<file path="src/wrmsd_pkg.sv">
`timescale 1ns / 1ps
`default_nettype none
// ----------------------------------------------------------------------------
// wrmsd_pkg: shared types and constants of the weighted RMSD accumulator
// Word formats of both channels, controller states, and the command and
// status bundles between controller and datapath.
// ----------------------------------------------------------------------------
package wrmsd_pkg;

  // Field and accumulator widths
  localparam int unsigned MASS_W     = 16;
  localparam int unsigned COORD_W    = 24;
  localparam int unsigned MASS_ACC_W = 48;
  localparam int unsigned SUM_W      = 64;
  localparam int unsigned DEV_W      = 32;
  localparam int unsigned MAG_W      = COORD_W + 1;   // |a +/- b| <= 2^24
  localparam int unsigned SQ_W       = 2 * COORD_W + 1; // square <= 2^48

  // Rho mode scales the ratio by 2^34 so that sqrt gives 2*sqrt(ratio) in Q16.16
  localparam int unsigned RHO_SHIFT  = 34;
  localparam int unsigned SAT_SHIFT  = 30;
  localparam int unsigned DIV_CNT_W  = 7;

  // Coordinate index: x, y, z
  localparam int unsigned DIMENSIONS_DEF = 3;
  localparam int unsigned DIM_W          = 2;
  localparam logic [DIM_W-1:0] DIM_X = 2'd0;
  localparam logic [DIM_W-1:0] DIM_Y = 2'd1;

  typedef struct packed {
    logic        [MASS_W-1:0]  mass;
    logic signed [COORD_W-1:0] cur_x;
    logic signed [COORD_W-1:0] cur_y;
    logic signed [COORD_W-1:0] cur_z;
    logic signed [COORD_W-1:0] ref_x;
    logic signed [COORD_W-1:0] ref_y;
    logic signed [COORD_W-1:0] ref_z;
    logic                      last_atom;
  } in_word_t;

  typedef struct packed {
    logic [DEV_W-1:0] deviation;
    logic             zero_denominator;
    logic             saturated;
  } out_word_t;

  typedef enum logic [2:0] {
    ST_IDLE,
    ST_SQR,
    ST_MUL,
    ST_ACC,
    ST_CHECK,
    ST_DIV,
    ST_SQRT,
    ST_DONE
  } state_e;

  typedef struct packed {
    logic             load;
    logic             square;
    logic             scale;
    logic             accum;
    logic             check;
    logic             div_step;
    logic             sqrt_step;
    logic             emit;
    logic [DIM_W-1:0] dim;
  } cmd_t;

  typedef struct packed {
    logic last_atom;
    logic special;
    logic div_last;
    logic sqrt_last;
    logic out_free;
  } stat_t;

endpackage
`default_nettype wire

</file>
<file path="src/wrmsd_ctrl.sv">
`timescale 1ns / 1ps
`default_nettype none
// ----------------------------------------------------------------------------
// wrmsd_ctrl: sequencer of the weighted RMSD accumulator
// Steps each atom through square, scale and accumulate per dimension, and
// on the last atom through check, divide and square root (both skipped on a special case) and result hand-off.
// ----------------------------------------------------------------------------
module wrmsd_ctrl #(
  parameter int unsigned DIMENSIONS = wrmsd_pkg::DIMENSIONS_DEF
) (
  input  wire                clk_i,
  input  wire                rst_ni,
  input  wire                in_valid_i,
  output logic               in_ready_o,
  output wrmsd_pkg::cmd_t    cmd_o,
  input  wrmsd_pkg::stat_t   stat_i
);

  localparam int unsigned DimW = wrmsd_pkg::DIM_W;
  localparam logic [DimW-1:0] DimLast = DimW'(DIMENSIONS - 1);

  wrmsd_pkg::state_e state_q, state_d;
  logic [DimW-1:0]   dim_q, dim_d;
  logic              dim_last;

  assign dim_last = (dim_q == DimLast);

  // Next state and dimension index
  always_comb begin
    state_d = state_q;
    dim_d   = dim_q;
    unique case (state_q)
      wrmsd_pkg::ST_IDLE: begin
        if (in_valid_i) begin
          state_d = wrmsd_pkg::ST_SQR;
          dim_d   = '0;
        end
      end
      wrmsd_pkg::ST_SQR: begin
        state_d = wrmsd_pkg::ST_MUL;
      end
      wrmsd_pkg::ST_MUL: begin
        state_d = wrmsd_pkg::ST_ACC;
      end
      wrmsd_pkg::ST_ACC: begin
        if (!dim_last) begin
          state_d = wrmsd_pkg::ST_SQR;
          dim_d   = dim_q + DimW'(1);
        end else if (stat_i.last_atom) begin
          state_d = wrmsd_pkg::ST_CHECK;
        end else begin
          state_d = wrmsd_pkg::ST_IDLE;
        end
      end
      wrmsd_pkg::ST_CHECK: begin
        state_d = stat_i.special ? wrmsd_pkg::ST_DONE : wrmsd_pkg::ST_DIV;
      end
      wrmsd_pkg::ST_DIV: begin
        if (stat_i.div_last) begin
          state_d = wrmsd_pkg::ST_SQRT;
        end
      end
      wrmsd_pkg::ST_SQRT: begin
        if (stat_i.sqrt_last) begin
          state_d = wrmsd_pkg::ST_DONE;
        end
      end
      wrmsd_pkg::ST_DONE: begin
        if (stat_i.out_free) begin
          state_d = wrmsd_pkg::ST_IDLE;
        end
      end
      default: begin
        state_d = wrmsd_pkg::ST_IDLE;
      end
    endcase
  end

  // Commands per state
  always_comb begin
    cmd_o      = '0;
    cmd_o.dim  = dim_q;
    in_ready_o = 1'b0;
    unique case (state_q)
      wrmsd_pkg::ST_IDLE: begin
        in_ready_o = 1'b1;
        cmd_o.load = in_valid_i;
      end
      wrmsd_pkg::ST_SQR:   cmd_o.square    = 1'b1;
      wrmsd_pkg::ST_MUL:   cmd_o.scale     = 1'b1;
      wrmsd_pkg::ST_ACC:   cmd_o.accum     = 1'b1;
      wrmsd_pkg::ST_CHECK: cmd_o.check     = 1'b1;
      wrmsd_pkg::ST_DIV:   cmd_o.div_step  = 1'b1;
      wrmsd_pkg::ST_SQRT:  cmd_o.sqrt_step = 1'b1;
      wrmsd_pkg::ST_DONE:  cmd_o.emit      = stat_i.out_free;
      default: begin
        cmd_o = '0;
      end
    endcase
  end

  // Advance state
  always_ff @(posedge clk_i or negedge rst_ni) begin
    if (!rst_ni) begin
      state_q <= wrmsd_pkg::ST_IDLE;
      dim_q   <= '0;
    end else begin
      state_q <= state_d;
      dim_q   <= dim_d;
    end
  end

endmodule
`default_nettype wire

</file>
<file path="config.mk">
export PLATFORM = sky130hd
export DESIGN_NAME = wrmsd_ctrl
export DESIGN_NICKNAME = d
export VERILOG_FILES = /design/src/wrmsd_pkg.sv /design/src/wrmsd_ctrl.sv
export SDC_FILE = /design/constraint.sdc
export NUM_CORES = 1
export LEC_CHECK = 0
export ABC_AREA = 1
export BUFFER_PORTS_ARGS = -buffer_cell sky130_fd_sc_hd__buf_2
export CAP_MARGIN = 10
export CORE_AREA = 10 10 47 49
export DETAILED_ROUTE_END_ITERATION = 12
export DIE_AREA = 0 0 57 59
export GPL_TIMING_DRIVEN = 0
export PLACE_DENSITY_LB_ADDON = 0.25
export SLEW_MARGIN = 20
export SYNTH_ARGS = -nofsm -noshare
export SYNTH_HDL_FRONTEND = slang
export SYNTH_SLANG_ARGS = --single-unit
</file>
<file path="constraint.sdc">
create_clock -name clk_i -period 1.4 [get_ports clk_i]
set_input_delay 0.14 -clock clk_i [delete_from_list [all_inputs] [get_ports clk_i]]
set_output_delay 0.14 -clock clk_i [all_outputs]
set_load 0.02 [all_outputs]
</file>
# Yosys cells after proc, flatten, opt, wreduce, memory -nomap -nowiden

Cells that the tools add are included.

Equality and inequality tests: 13
Add/subtract/negate cells: 1
Multiplexer cells: 20
Reductions and logical operators: 4

Operators with widths:

| operator            | number |
|---|---|
| $pmux 3 s8          | 1 |
| $mux 3              | 6 |
| $eq 3x3->1 const B  | 4 |
| $ne 2x2->1 const B  | 5 |
| $mux 1              | 9 |
| $eq 3x2->1 const B  | 2 |
| $mux 2              | 3 |
| $pmux 2 s2          | 1 |
| $reduce_and 4->1    | 1 |
| $eq 3x1->1 const B  | 1 |
| $logic_not 3->1     | 1 |
| $reduce_and 3->1    | 1 |
| $add 2x1->2 const B | 1 |
| $eq 2x2->1 const B  | 1 |
| $reduce_bool 2->1   | 1 |

Input bits: 8
Bits in registers: 5
Logic and storage cells: 40
Output and inout port bits: 11

# Depth between registers and ports, before layout

Gate-level depths: netlist (run 1).

Word-level depth: 3
Gate-level depth with buffers: 8

# Worst setup path after synthesis (run 1)

OpenSTA, ideal clock, no wires.

Kind: flip-flop to output port
Start: reg state_q[2]
End: out cmd_o[2] (netlist name)
Required time: 1.260 ns
Stages on the path, launching flop included: 4
Path slack: 0.044 ns
Buffers on the path: 1
Arrival time: 1.216 ns
Cells stage by stage: dfrtp_1 -> buf_6 -> inv_6 -> nor4_1

RTL lines:

| item                     | RTL line          | source |
|---|---|---|
| start: declaration       | wrmsd_ctrl.sv:22  | `wrmsd_pkg::state_e state_q, state_d;` |
| start signal: assignment | wrmsd_ctrl.sv:105 | `state_q <= wrmsd_pkg::ST_IDLE;` |
| start signal: assignment | wrmsd_ctrl.sv:108 | `state_q <= state_d;` |
| end: declaration         | wrmsd_ctrl.sv:15  | `output wrmsd_pkg::cmd_t cmd_o,` |

==> impl_metrics.py, run 1 <==
metrics = {
    "run_status": {
        "status": "finished clean",
    },
    "clocking": {
        "cts_buffers": 3,
        "cts_root_buf": "clkbuf_4",
        "clock_latency_ps": 240,
        "cts.clk_slew.worst_paths_ps": 50,
        "htree_levels": 1,
        "cts_sinks": 5,
        "cts_max_path_buffers": 2,
        "cts_tree": "built",
    },
    "worst_setup_path": {
        "worstPathMaxFanout": 3,
        "max_stage_delay_ps": 410,
        "worst_ep_arrival_time_ps": 1180,
        "r2r_start": "state_q[2]$_DFFE_PN0P_",
        "rrSetupSlack_ps": 240,
        "end_kind": "output port",
        "cp_data_required_time_ps": 1260,
        "timing.critical_path.from": "state_q[0]$_DFFE_PN0P_",
        "path_delay_family": "flip-flops",
        "worstPathCellList": "buf_6 -> nor2_4 -> nand2_2 -> inv_2 -> nand2_2 -> inv_2 -> buf_6",
        "critical_path_class": "reg -> out",
        "crit_path_start_kind": "flip-flop",
        "crit_slowest_cell": "dfrtp_1",
        "critPathBufInv": 4,
    },
    "detailed_routing": {
        "via_count": 502,
        "drtAntennaViolNets": 0,
        "wl_um": 1200,
        "routedWlPerCell_um": 10.7,
        "first_pass_iters": 2,
        "drc_errors": 0,
        "via_per_inst": 4.48,
        "drtIter0Drc": 6,
    },
    "synthesis": {
        "yosysSeqAreaShare": 0.275,
        "ys.flop_type": "dfrtp_1",
        "synth-async-reset-ratio": 1.00,
        "synth-seq-cells": 5,
        "synth_most_common_cell": "inv_1",
        "yosysTopAreaCell": "dfrtp_1",
        "netlist.area_leader.share": 0.275,
        "synth_commonest_cells": "14 x inv_1, 13 x nand2_1, 5 x dfrtp_1, 5 x nand3_1, 4 x o21ai_0",
        "synth_warnings": 0,
        "avgSynthCellArea_um2": 6.68,
        "ys_types": 21,
        "synth_area_leaders": "dfrtp_1 28%, inv_1 12%, nand2_1 11%",
        "netlist_area_um2": 454,
        "synth_nets": 77,
        "synthCells": 68,
        "synth_edf_count": 0,
    },
    "floorplanning": {
        "io-pin-count": 19,
        "dieArea_mm2": 0.00336,
        "die_x_um": 57,
        "chipHeight_um": 59,
        "initial_core_util": 0.324,
        "core_area_mm2": 0.00140,
        "rows": 14,
    },
    "power": {
        "peakVddDrop_mv": 1.07,
        "cellPowerDensity_mw_per_mm2": 2260,
        "leakagePower_nw": 0.423,
    },
    "placed_design": {
        "dp.cells": 102,
        "hpwlAfterDp_um": 890,
        "place_area_um2": 564,
        "gp_congestion": 0.725,
        "port_buffers": 18,
    },
    "cells_and_area": {
        "multiInputGateArea_um2": 248,
        "areaGrowthSynthToFinish_pct": 49.9,
        "finalNetCount": 106,
        "seq_area_um2": 125,
        "stdcell_count": 112,
        "antenna_cells": 0,
        "drive_above_1_share": 0.448,
        "final_area_um2": 681,
        "fillers": 148,
    },
    "timing": {
        "relSlewSlack": 0.880,
        "finClkSkew_ps": 4.48,
        "hold_violations": 0,
        "slew_violations": 0,
        "hold_slack_ps": 223,
        "fmax_mhz": 760,
        "layout_worst_path_cycle_share": 0.940,
        "tightest_slew_ps": 178,
        "setup_violations": 0,
        "final.min_clock_period_ps": 1320,
        "rsz0062_at_grt": "true",
    },
    "grt": {
        "antenna_found_initial": 0,
        "grt_pass1_vias": 481,
        "grt_max_degree": 11,
        "grtUsageTotal": 0.0651,
        "overflow": 0,
        "grt_pass1_wl_um": 1880,
    },
    "min_path": {
        "hold_start": "in_valid_i",
        "hold_class": "in -> reg",
    },
    "job": {
        "max_cap_viol_count": 0,
    },
}
[cell usage in the layout (no fill, tap or decap), drive strengths merged]
master       instances
inv                 18
clkbuf               4
nand3                6
ha                   1
nand2               16
and2                 1
o21bai               1
nor3                 1
o211ai               1
nor4                 1
dlygate4sd3          1
nor2                 4
nand4                3
dfrtp                5
buf                 26
o21ai                7
[report_power, final]
group | leakage (nW) | switching, mW | internal [mW]
Clock | 0.0150 | 0.0573 | 0.108
Sequential | 0.0627 | 0.0428 | 0.212
Combinational | 0.346 | 0.677 | 0.443
Total | 0.423 | 0.777 | 0.763
[per-layer routing]
layer,up-vias,wire length (um),global-route usage
met3,0,106,0.0279
met5,-,0,0
met1,225,522,0.0709
met2,11,574,0.107
met4,0,0,0.0302
li1,266,-,-
[cells by family (layout without fill, tap and decap cells)]
kind of cell | Yosys count | after routing | share of synthesized area
adders and majority gates | 1 | 1 | 0.0275
buffers and inverters | 21 | 49 | 0.234
AOI/OAI and AO/OA | 9 | 9 | 0.118
DFF | 5 | 5 | 0.275
and+or+nand+nor | 32 | 32 | 0.344
[per-stage QoR]
step / setup TNS (ps) / power, mW / worst slack (ps) / utilization
after floorplan: 0 / 0.962 / 44.3 / -
after global placement: 0 / 1.18 / 258 / 0.403
after detailed placement: 0 / 1.19 / 252 / 0.403
after CTS: 0 / 1.38 / 12.4 / 0.435
after global routing: -7.57 / 1.70 / -7.57 / 0.486
final: 0 / 1.54 / 83.8 / 0.486
[path summary, 6_finish.rpt]
| check | cells past startpoint | end |
|---|---|---|
| setup / recovery | 7 | cmd_o[9] |
| hold / removal | 4 | dim_q[1]$_DFFE_PN0P_ |
| setup reg to reg | 6 | state_q[1]$_DFFE_PN0P_ |
| hold reg to reg | 2 | dim_q[1]$_DFFE_PN0P_ |
| max in group asynchronous | 2 | dim_q[0]$_DFFE_PN0P_ |
| min in group asynchronous | 2 | state_q[0]$_DFFE_PN0P_ |
[flip-flops by register name, summed over array words and instances, names as in the netlist]
name	flops
dim_q	2
state_q	3
[area by class of cell]
cell class,instances,share of cell area
Buffer,3,0.0496
Clock buffer,4,0.0386
Inverter,18,0.114
Multi-Input combinational cell,42,0.364
Sequential cell,5,0.184
Tap cell,16,0.0294
Timing Repair Buffer,24,0.221
[worst min-delay path, cell delays in order]
cell and delay [ps]:
buf_2 90, nand2_2 60, o21ai_2 70, o21ai_1 50
[repair_timing]
action | in CTS | in global routing
cloned | 0 | 1
hold endpoints to repair | 5 | 0
pin swaps | 0 | 1
resized for setup | 2 | 11
hold buffers | 1 | 0
buffers inserted | 0 | 4
setup endpoints to repair | 2 | 2
No activity file was read; power rests on OpenSTA's default activity.
==> run 2: changes to the inputs <==
--- a/config.mk
+++ b/config.mk
@@ -5,7 +5,6 @@
 export SDC_FILE = /design/constraint.sdc
 export NUM_CORES = 1
 export LEC_CHECK = 0
-export ABC_AREA = 1
 export BUFFER_PORTS_ARGS = -buffer_cell sky130_fd_sc_hd__buf_2
 export CAP_MARGIN = 10
 export CORE_AREA = 10 10 47 49
==> run 2 against run 1 <==
Compared with the run above: critical path depth decreased by 4; first-iteration DRC count up 67%; global-route usage down 0.67 points; clock skew shrank 3.3 ps; largest power group unchanged; clock power shrank 2%; highest routed layer unchanged.
==> impl_metrics.py, run 2 <==
metrics = {
    "run_status": {
        "status": "finished clean",
    },
    "power": {
        "p_sw_uw": 651,
        "power_frac_seq": 0.236,
        "p_sw_frac": 0.494,
        "power_mw": 1.32,
        "p_int_uw": 667,
        "cellPowerDensity_mw_per_mm2": 2470,
        "peakVddDrop_mv": 0.948,
        "leakagePower_nw": 0.261,
        "pwr-share-clk": 0.122,
        "pwr-share-comb": 0.642,
    },
    "floorplanning": {
        "rows": 14,
        "die_x_um": 57,
        "io-pin-count": 19,
        "core_area_mm2": 0.00140,
        "chipHeight_um": 59,
        "initial_core_util": 0.255,
        "dieArea_mm2": 0.00336,
    },
    "min_path": {
        "hold_start": "stat_i[4]",
        "hold_class": "in -> reg",
    },
    "synthesis": {
        "synth_most_common_cell": "dfrtp_1",
        "netlist_area_um2": 358,
        "synth_area_leaders": "dfrtp_1 35%, nor4b_4 6.6%, nor3_1 5.6%",
        "synthCells": 42,
        "synth-async-reset-ratio": 1.00,
        "synth-seq-cells": 5,
        "ys_types": 23,
        "ys.flop_type": "dfrtp_1",
        "synth_edf_count": 0,
        "avgSynthCellArea_um2": 8.52,
        "yosysSeqAreaShare": 0.350,
        "yosysTopAreaCell": "dfrtp_1",
        "synth_warnings": 0,
        "synth_nets": 51,
        "netlist.area_leader.share": 0.350,
        "synth_commonest_cells": "5 x dfrtp_1, 4 x nand2_1, 4 x nor3_1, 4 x o21ai_1, 3 x a21oi_1",
    },
    "cells_and_area": {
        "antenna_cells": 0,
        "stdcell_count": 81,
        "final_common_cell": "buf_2",
        "top_regs": "state_q (3), dim_q (2)",
        "finalNetCount": 75,
        "drive_above_1_share": 0.508,
        "areaGrowthSynthToFinish_pct": 49.0,
        "top_register": "state_q",
        "layout_common_cells": "16 x buf_2, 4 x nand2_1, 4 x o21ai_1",
        "largest_reg_flops": 3,
    },
    "clocking": {
        "clock_latency_ps": 240,
        "cts_tree": "built",
        "cts_root_buf": "clkbuf_4",
        "post_cts.repair.setup_buffers": 0,
        "htree_levels": 1,
        "cts_max_path_buffers": 2,
        "cts_sinks": 5,
        "cts.clk_slew.worst_paths_ps": 40,
        "cts_buffers": 3,
    },
    "worst_setup_path": {
        "worstPathMaxFanout": 10,
        "worst_ep_arrival_time_ps": 1190,
        "crit_path_start_kind": "flip-flop",
        "timing.critical_path.from": "state_q[0]$_DFFE_PN0P_",
        "critical_path_class": "reg -> out",
        "cp_data_required_time_ps": 1260,
        "end_kind": "output port",
        "r2r_start": "dim_q[0]$_DFFE_PN0P_",
    },
    "timing": {
        "hold_violations": 0,
        "fmax_mhz": 754,
        "finClkSkew_ps": 1.17,
        "relSlewSlack": 0.845,
        "slew_violations": 0,
        "final.min_clock_period_ps": 1330,
        "setup_violations": 0,
        "rsz0062_at_grt": "false",
        "layout_setup_ws_ps": 73.1,
        "tns_ps": 0,
        "layout_worst_path_cycle_share": 0.948,
        "tightest_slew_ps": 232,
    },
    "grt": {
        "grt_pass1_wl_um": 1610,
        "grt_max_degree": 11,
        "grtUsageTotal": 0.0584,
        "antenna_found_initial": 0,
        "overflow": 0,
        "grt_pass1_vias": 387,
    },
    "detailed_routing": {
        "top_layer_used": "met3",
        "wl_met1_um": 397,
        "drtAntennaViolNets": 0,
        "via_per_inst": 4.74,
        "drc_errors": 0,
        "first_pass_iters": 4,
        "met2WireLength_um": 530,
        "routedWlPerCell_um": 12.0,
        "drtIter0Drc": 10,
        "wl_met3_um": 42,
        "wl_um": 970,
        "via_count": 384,
    },
    "placed_design": {
        "port_buffers": 18,
        "gp_congestion": 0.792,
        "hpwlAfterDp_um": 800,
        "dp.cells": 76,
        "pre_cts_ws_ps": 159,
    },
    "job": {
        "max_cap_viol_count": 0,
    },
}
-- run 2: changes by cell type in the layout (fill, tap and decap cells not counted), sizes merged, moves of 3 or more --
cell   delta
nor3      +3
nand2    -12
buf       -5
a21oi     +3
inv      -14
nand3     -6
-- run 2: through the flow --
stage,hold WS [ps],area (um^2),util
after floorplan,-156,358,-
after global placement,-42.7,468,0.334
after detailed placement,-42.4,468,0.334
after CTS,188,509,0.363
after global routing,222,533,0.380
final,203,533,0.380
-- run 2: area by class of cell --
class	count	area (um^2)
Fill cell	169	868
Multi-Input combinational cell	30	209
Sequential cell	5	128
Timing Repair Buffer	19	105
Buffer	3	30.0
Clock buffer	4	26.3
Tap cell	16	20.0
Inverter	4	15.0
-- run 2: per-layer routing --
layer | vias to the layer above | global-route usage
li1 | 197 | -
met1 | 182 | 0.0561
met2 | 5 | 0.104
met3 | 0 | 0.0258
met4 | 0 | 0.0302
met5 | - | 0
-- run 2: critical path, cell delays in order, from the launching register on --
cell and delay (ps):
dfrtp_2 440, buf_4 180, and3_1 170, buf_2 150
-- run 2: logic make-up (layout without fill, tap and decap cells) --
logic type	count (synthesis)	after routing	synth area share
and+or+nand+nor	18	18	0.329
adders and majority gates	1	1	0.0350
DFF	5	5	0.350
buffers and inverters	7	30	0.108
AOI/OAI and AO/OA	11	11	0.178
-- run 2: power by group through the flow --
stage | Sequential, mW | Clock, mW | Combinational [mW]
6_report | 0.311 | 0.161 | 0.846
5_1_grt | 0.327 | 0.178 | 0.929
4_1_cts | 0.308 | 0.173 | 0.806
3_5_place_dp | 0.304 | 0 | 0.796
3_3_place_gp | 0.302 | 0 | 0.792
2_1_floorplan | 0.320 | 0 | 0.556
-- run 2: repair_timing --
| action | CTS | global route |
|---|---|---|
| pin swaps | 0 | 1 |
| gates resized for setup | 3 | 7 |
| hold buffers | 1 | 0 |
| endpoints found under the setup margin | 5 | 8 |
| hold endpoints to repair | 5 | 0 |
-- run 2: path summary, 6_finish.rpt --
path,endpoint,slack [ps],cells past startpoint
max,cmd_o[6],70,3
max in group asynchronous,state_q[0]$_DFFE_PN0P_,1020,2
max reg2reg,dim_q[0]$_DFFE_PN0P_,160,5
min reg2reg,dim_q[0]$_DFFE_PN0P_,520,1
min,state_q[2]$_DFFE_PN0P_,200,3
min in group asynchronous,state_q[2]$_DFFE_PN0P_,240,2
==> run 3: changes to the inputs <==
--- a/config.mk
+++ b/config.mk
@@ -10,7 +10,7 @@
 export CORE_AREA = 10 10 47 49
 export DETAILED_ROUTE_END_ITERATION = 12
 export DIE_AREA = 0 0 57 59
-export GPL_TIMING_DRIVEN = 0
+export MAX_ROUTING_LAYER = met4
 export PLACE_DENSITY_LB_ADDON = 0.25
 export SLEW_MARGIN = 20
 export SYNTH_ARGS = -nofsm -noshare
==> run 3 against run 2 <==
Compared with the run above: die area unchanged; setup slack worse by 51 ps; clock power about the same; critical path depth unchanged; maximum frequency down 3.7%; power up 0.99%; via count up 1.3%; clock-buffer cell count unchanged; wire length up 2.3%; final cell count up 2.5%; critical endpoint is now cmd_o[4]; largest power group unchanged; highest routed layer unchanged.
==> impl_metrics.py, run 3 (same netlist as run 2, synthesis figures left out) <==
metrics = {
    "run_status": {
        "status": "finished clean",
    },
    "cells_and_area": {
        "largest_reg_flops": 3,
        "top_register": "state_q",
        "drive_above_1_share": 0.507,
        "final_common_cell": "buf_2",
        "top_regs": "state_q (3), dim_q (2)",
        "fillers": 156,
        "antenna_cells": 0,
        "finalNetCount": 77,
        "layout_common_cells": "17 x buf_2, 5 x buf_4, 4 x nand2_1, 4 x o21ai_1",
        "areaGrowthSynthToFinish_pct": 50.7,
        "stdcell_count": 83,
    },
    "worst_setup_path": {
        "max_stage_delay_ps": 460,
        "worstPathCellList": "buf_4 -> nor3_1 -> buf_2",
        "path_delay_family": "flip-flops",
        "critical_path_class": "reg -> out",
        "critPathBufInv": 2,
        "worstPathMaxFanout": 8,
        "end_kind": "output port",
        "crit_slowest_cell": "dfrtp_2",
        "cp_data_required_time_ps": 1260,
        "worst_ep_arrival_time_ps": 1240,
        "crit_path_start_kind": "flip-flop",
    },
    "clocking": {
        "cts_root_buf": "clkbuf_4",
        "cts_buffers": 3,
        "cts.clk_slew.worst_paths_ps": 40,
        "cts_sinks": 5,
        "cts_tree": "built",
        "htree_levels": 1,
        "cts_max_path_buffers": 2,
        "clock_latency_ps": 230,
    },
    "timing": {
        "layout_worst_path_cycle_share": 0.984,
        "finClkSkew_ps": 0.727,
        "relSlewSlack": 0.828,
        "slew_violations": 0,
        "rsz0062_at_grt": "true",
        "final.min_clock_period_ps": 1380,
        "tightest_slew_ps": 258,
        "fmax_mhz": 726,
        "hold_violations": 0,
        "setup_violations": 0,
    },
    "placed_design": {
        "port_buffers": 18,
        "dp.cells": 73,
        "gp_congestion": 0.780,
        "hpwlAfterDp_um": 735,
    },
    "detailed_routing": {
        "wl_um": 992,
        "drtAntennaViolNets": 0,
        "drtIter0Drc": 5,
        "first_pass_iters": 2,
        "drc_errors": 0,
        "wl_met3_um": 20,
        "top_layer_used": "met3",
        "wl_met1_um": 413,
        "via_count": 389,
        "routedWlPerCell_um": 12.0,
        "via_per_inst": 4.69,
        "met2WireLength_um": 558,
    },
    "power": {
        "cellPowerDensity_mw_per_mm2": 2470,
        "peakVddDrop_mv": 1.08,
        "power_mw": 1.33,
        "leakagePower_nw": 0.277,
    },
    "grt": {
        "grt_pass1_wl_um": 1410,
        "grtUsageTotal": 0.0512,
        "grt_pass1_vias": 362,
        "overflow": 0,
        "antenna_found_initial": 0,
        "grt_max_degree": 15,
    },
    "floorplanning": {
        "initial_core_util": 0.255,
        "rows": 14,
        "io-pin-count": 19,
        "die_x_um": 57,
        "core_area_mm2": 0.00140,
        "chipHeight_um": 59,
        "dieArea_mm2": 0.00336,
    },
    "min_path": {
        "hold_class": "in -> reg",
    },
    "job": {
        "max_cap_viol_count": 0,
    },
}
run 3: cell types whose count changed in the layout (fill, tap and decap cells not counted):
cell,change
nor3_2,-1
dfrtp_1,-1
buf_4,+2
buf_2,+1
dlymetal6s2s_1,+1
dfrtp_2,+1
buf_6,-2
nor3_1,+1
run 3: worst min-delay path: stages:
cell	delay [ps]
buf_2	100
nand4_1	80
a21oi_1	70
run 3: worst paths after layout:
path / from / slack [ps] / cells after the start / endpoint
min: stat_i[4] / 200 / 3 / state_q[2]$_DFFE_PN0P_
max: state_q[1]$_DFFE_PN0P_ / 20 / 3 / cmd_o[4]
min in group asynchronous: rst_ni / 240 / 2 / state_q[0]$_DFFE_PN0P_
max reg2reg: dim_q[0]$_DFFE_PN0P_ / 160 / 5 / dim_q[0]$_DFFE_PN0P_
min reg2reg: dim_q[0]$_DFFE_PN0P_ / 510 / 1 / dim_q[0]$_DFFE_PN0P_
max in group asynchronous: rst_ni / 1020 / 2 / state_q[2]$_DFFE_PN0P_
run 3: stage by stage:
stage	TNS (ps)	worst slack (ps)	util	instance area, um^2	hold WS, ps
global placement	0	164	0.317	444	-44.5
finish	0	22.0	0.385	539	195
floorplan	0	128	-	358	-156
CTS	0	0.720	0.346	484	192
global route	-35.4	-15.1	0.385	539	208
detailed placement	0	151	0.317	444	-43.9
run 3: where the power goes:
part           switching, mW  leakage, nW  internal (mW)
Sequential             0.152       0.0577          0.227
Combinational          0.446        0.204          0.345
Clock                 0.0533       0.0150          0.107
run 3: area by class of cell:
type	instances	area [um^2]	share of cell area
inverter	4	15.0	0.0278
sequential	5	129	0.239
timing repair buffer	24	145	0.269
multi-input combinational	30	204	0.378
tap	16	20.0	0.0371
clock buffer	4	26.3	0.0487
run 3: layer usage:
| metal | global-route usage | vias to the layer above |
|---|---|---|
| li1 | - | 198 |
| met1 | 0.0501 | 186 |
| met2 | 0.0946 | 5 |
| met3 | 0.0129 | 0 |
| met4 | 0.0201 | 0 |
| met5 | - | - |
run 3: timing repair:
item	CTS	global route
gates resized for setup	3	3
hold buffers	1	0
setup endpoints to repair	7	4
pin swaps	0	1
hold endpoints to repair	5	0
setup buffers	0	5
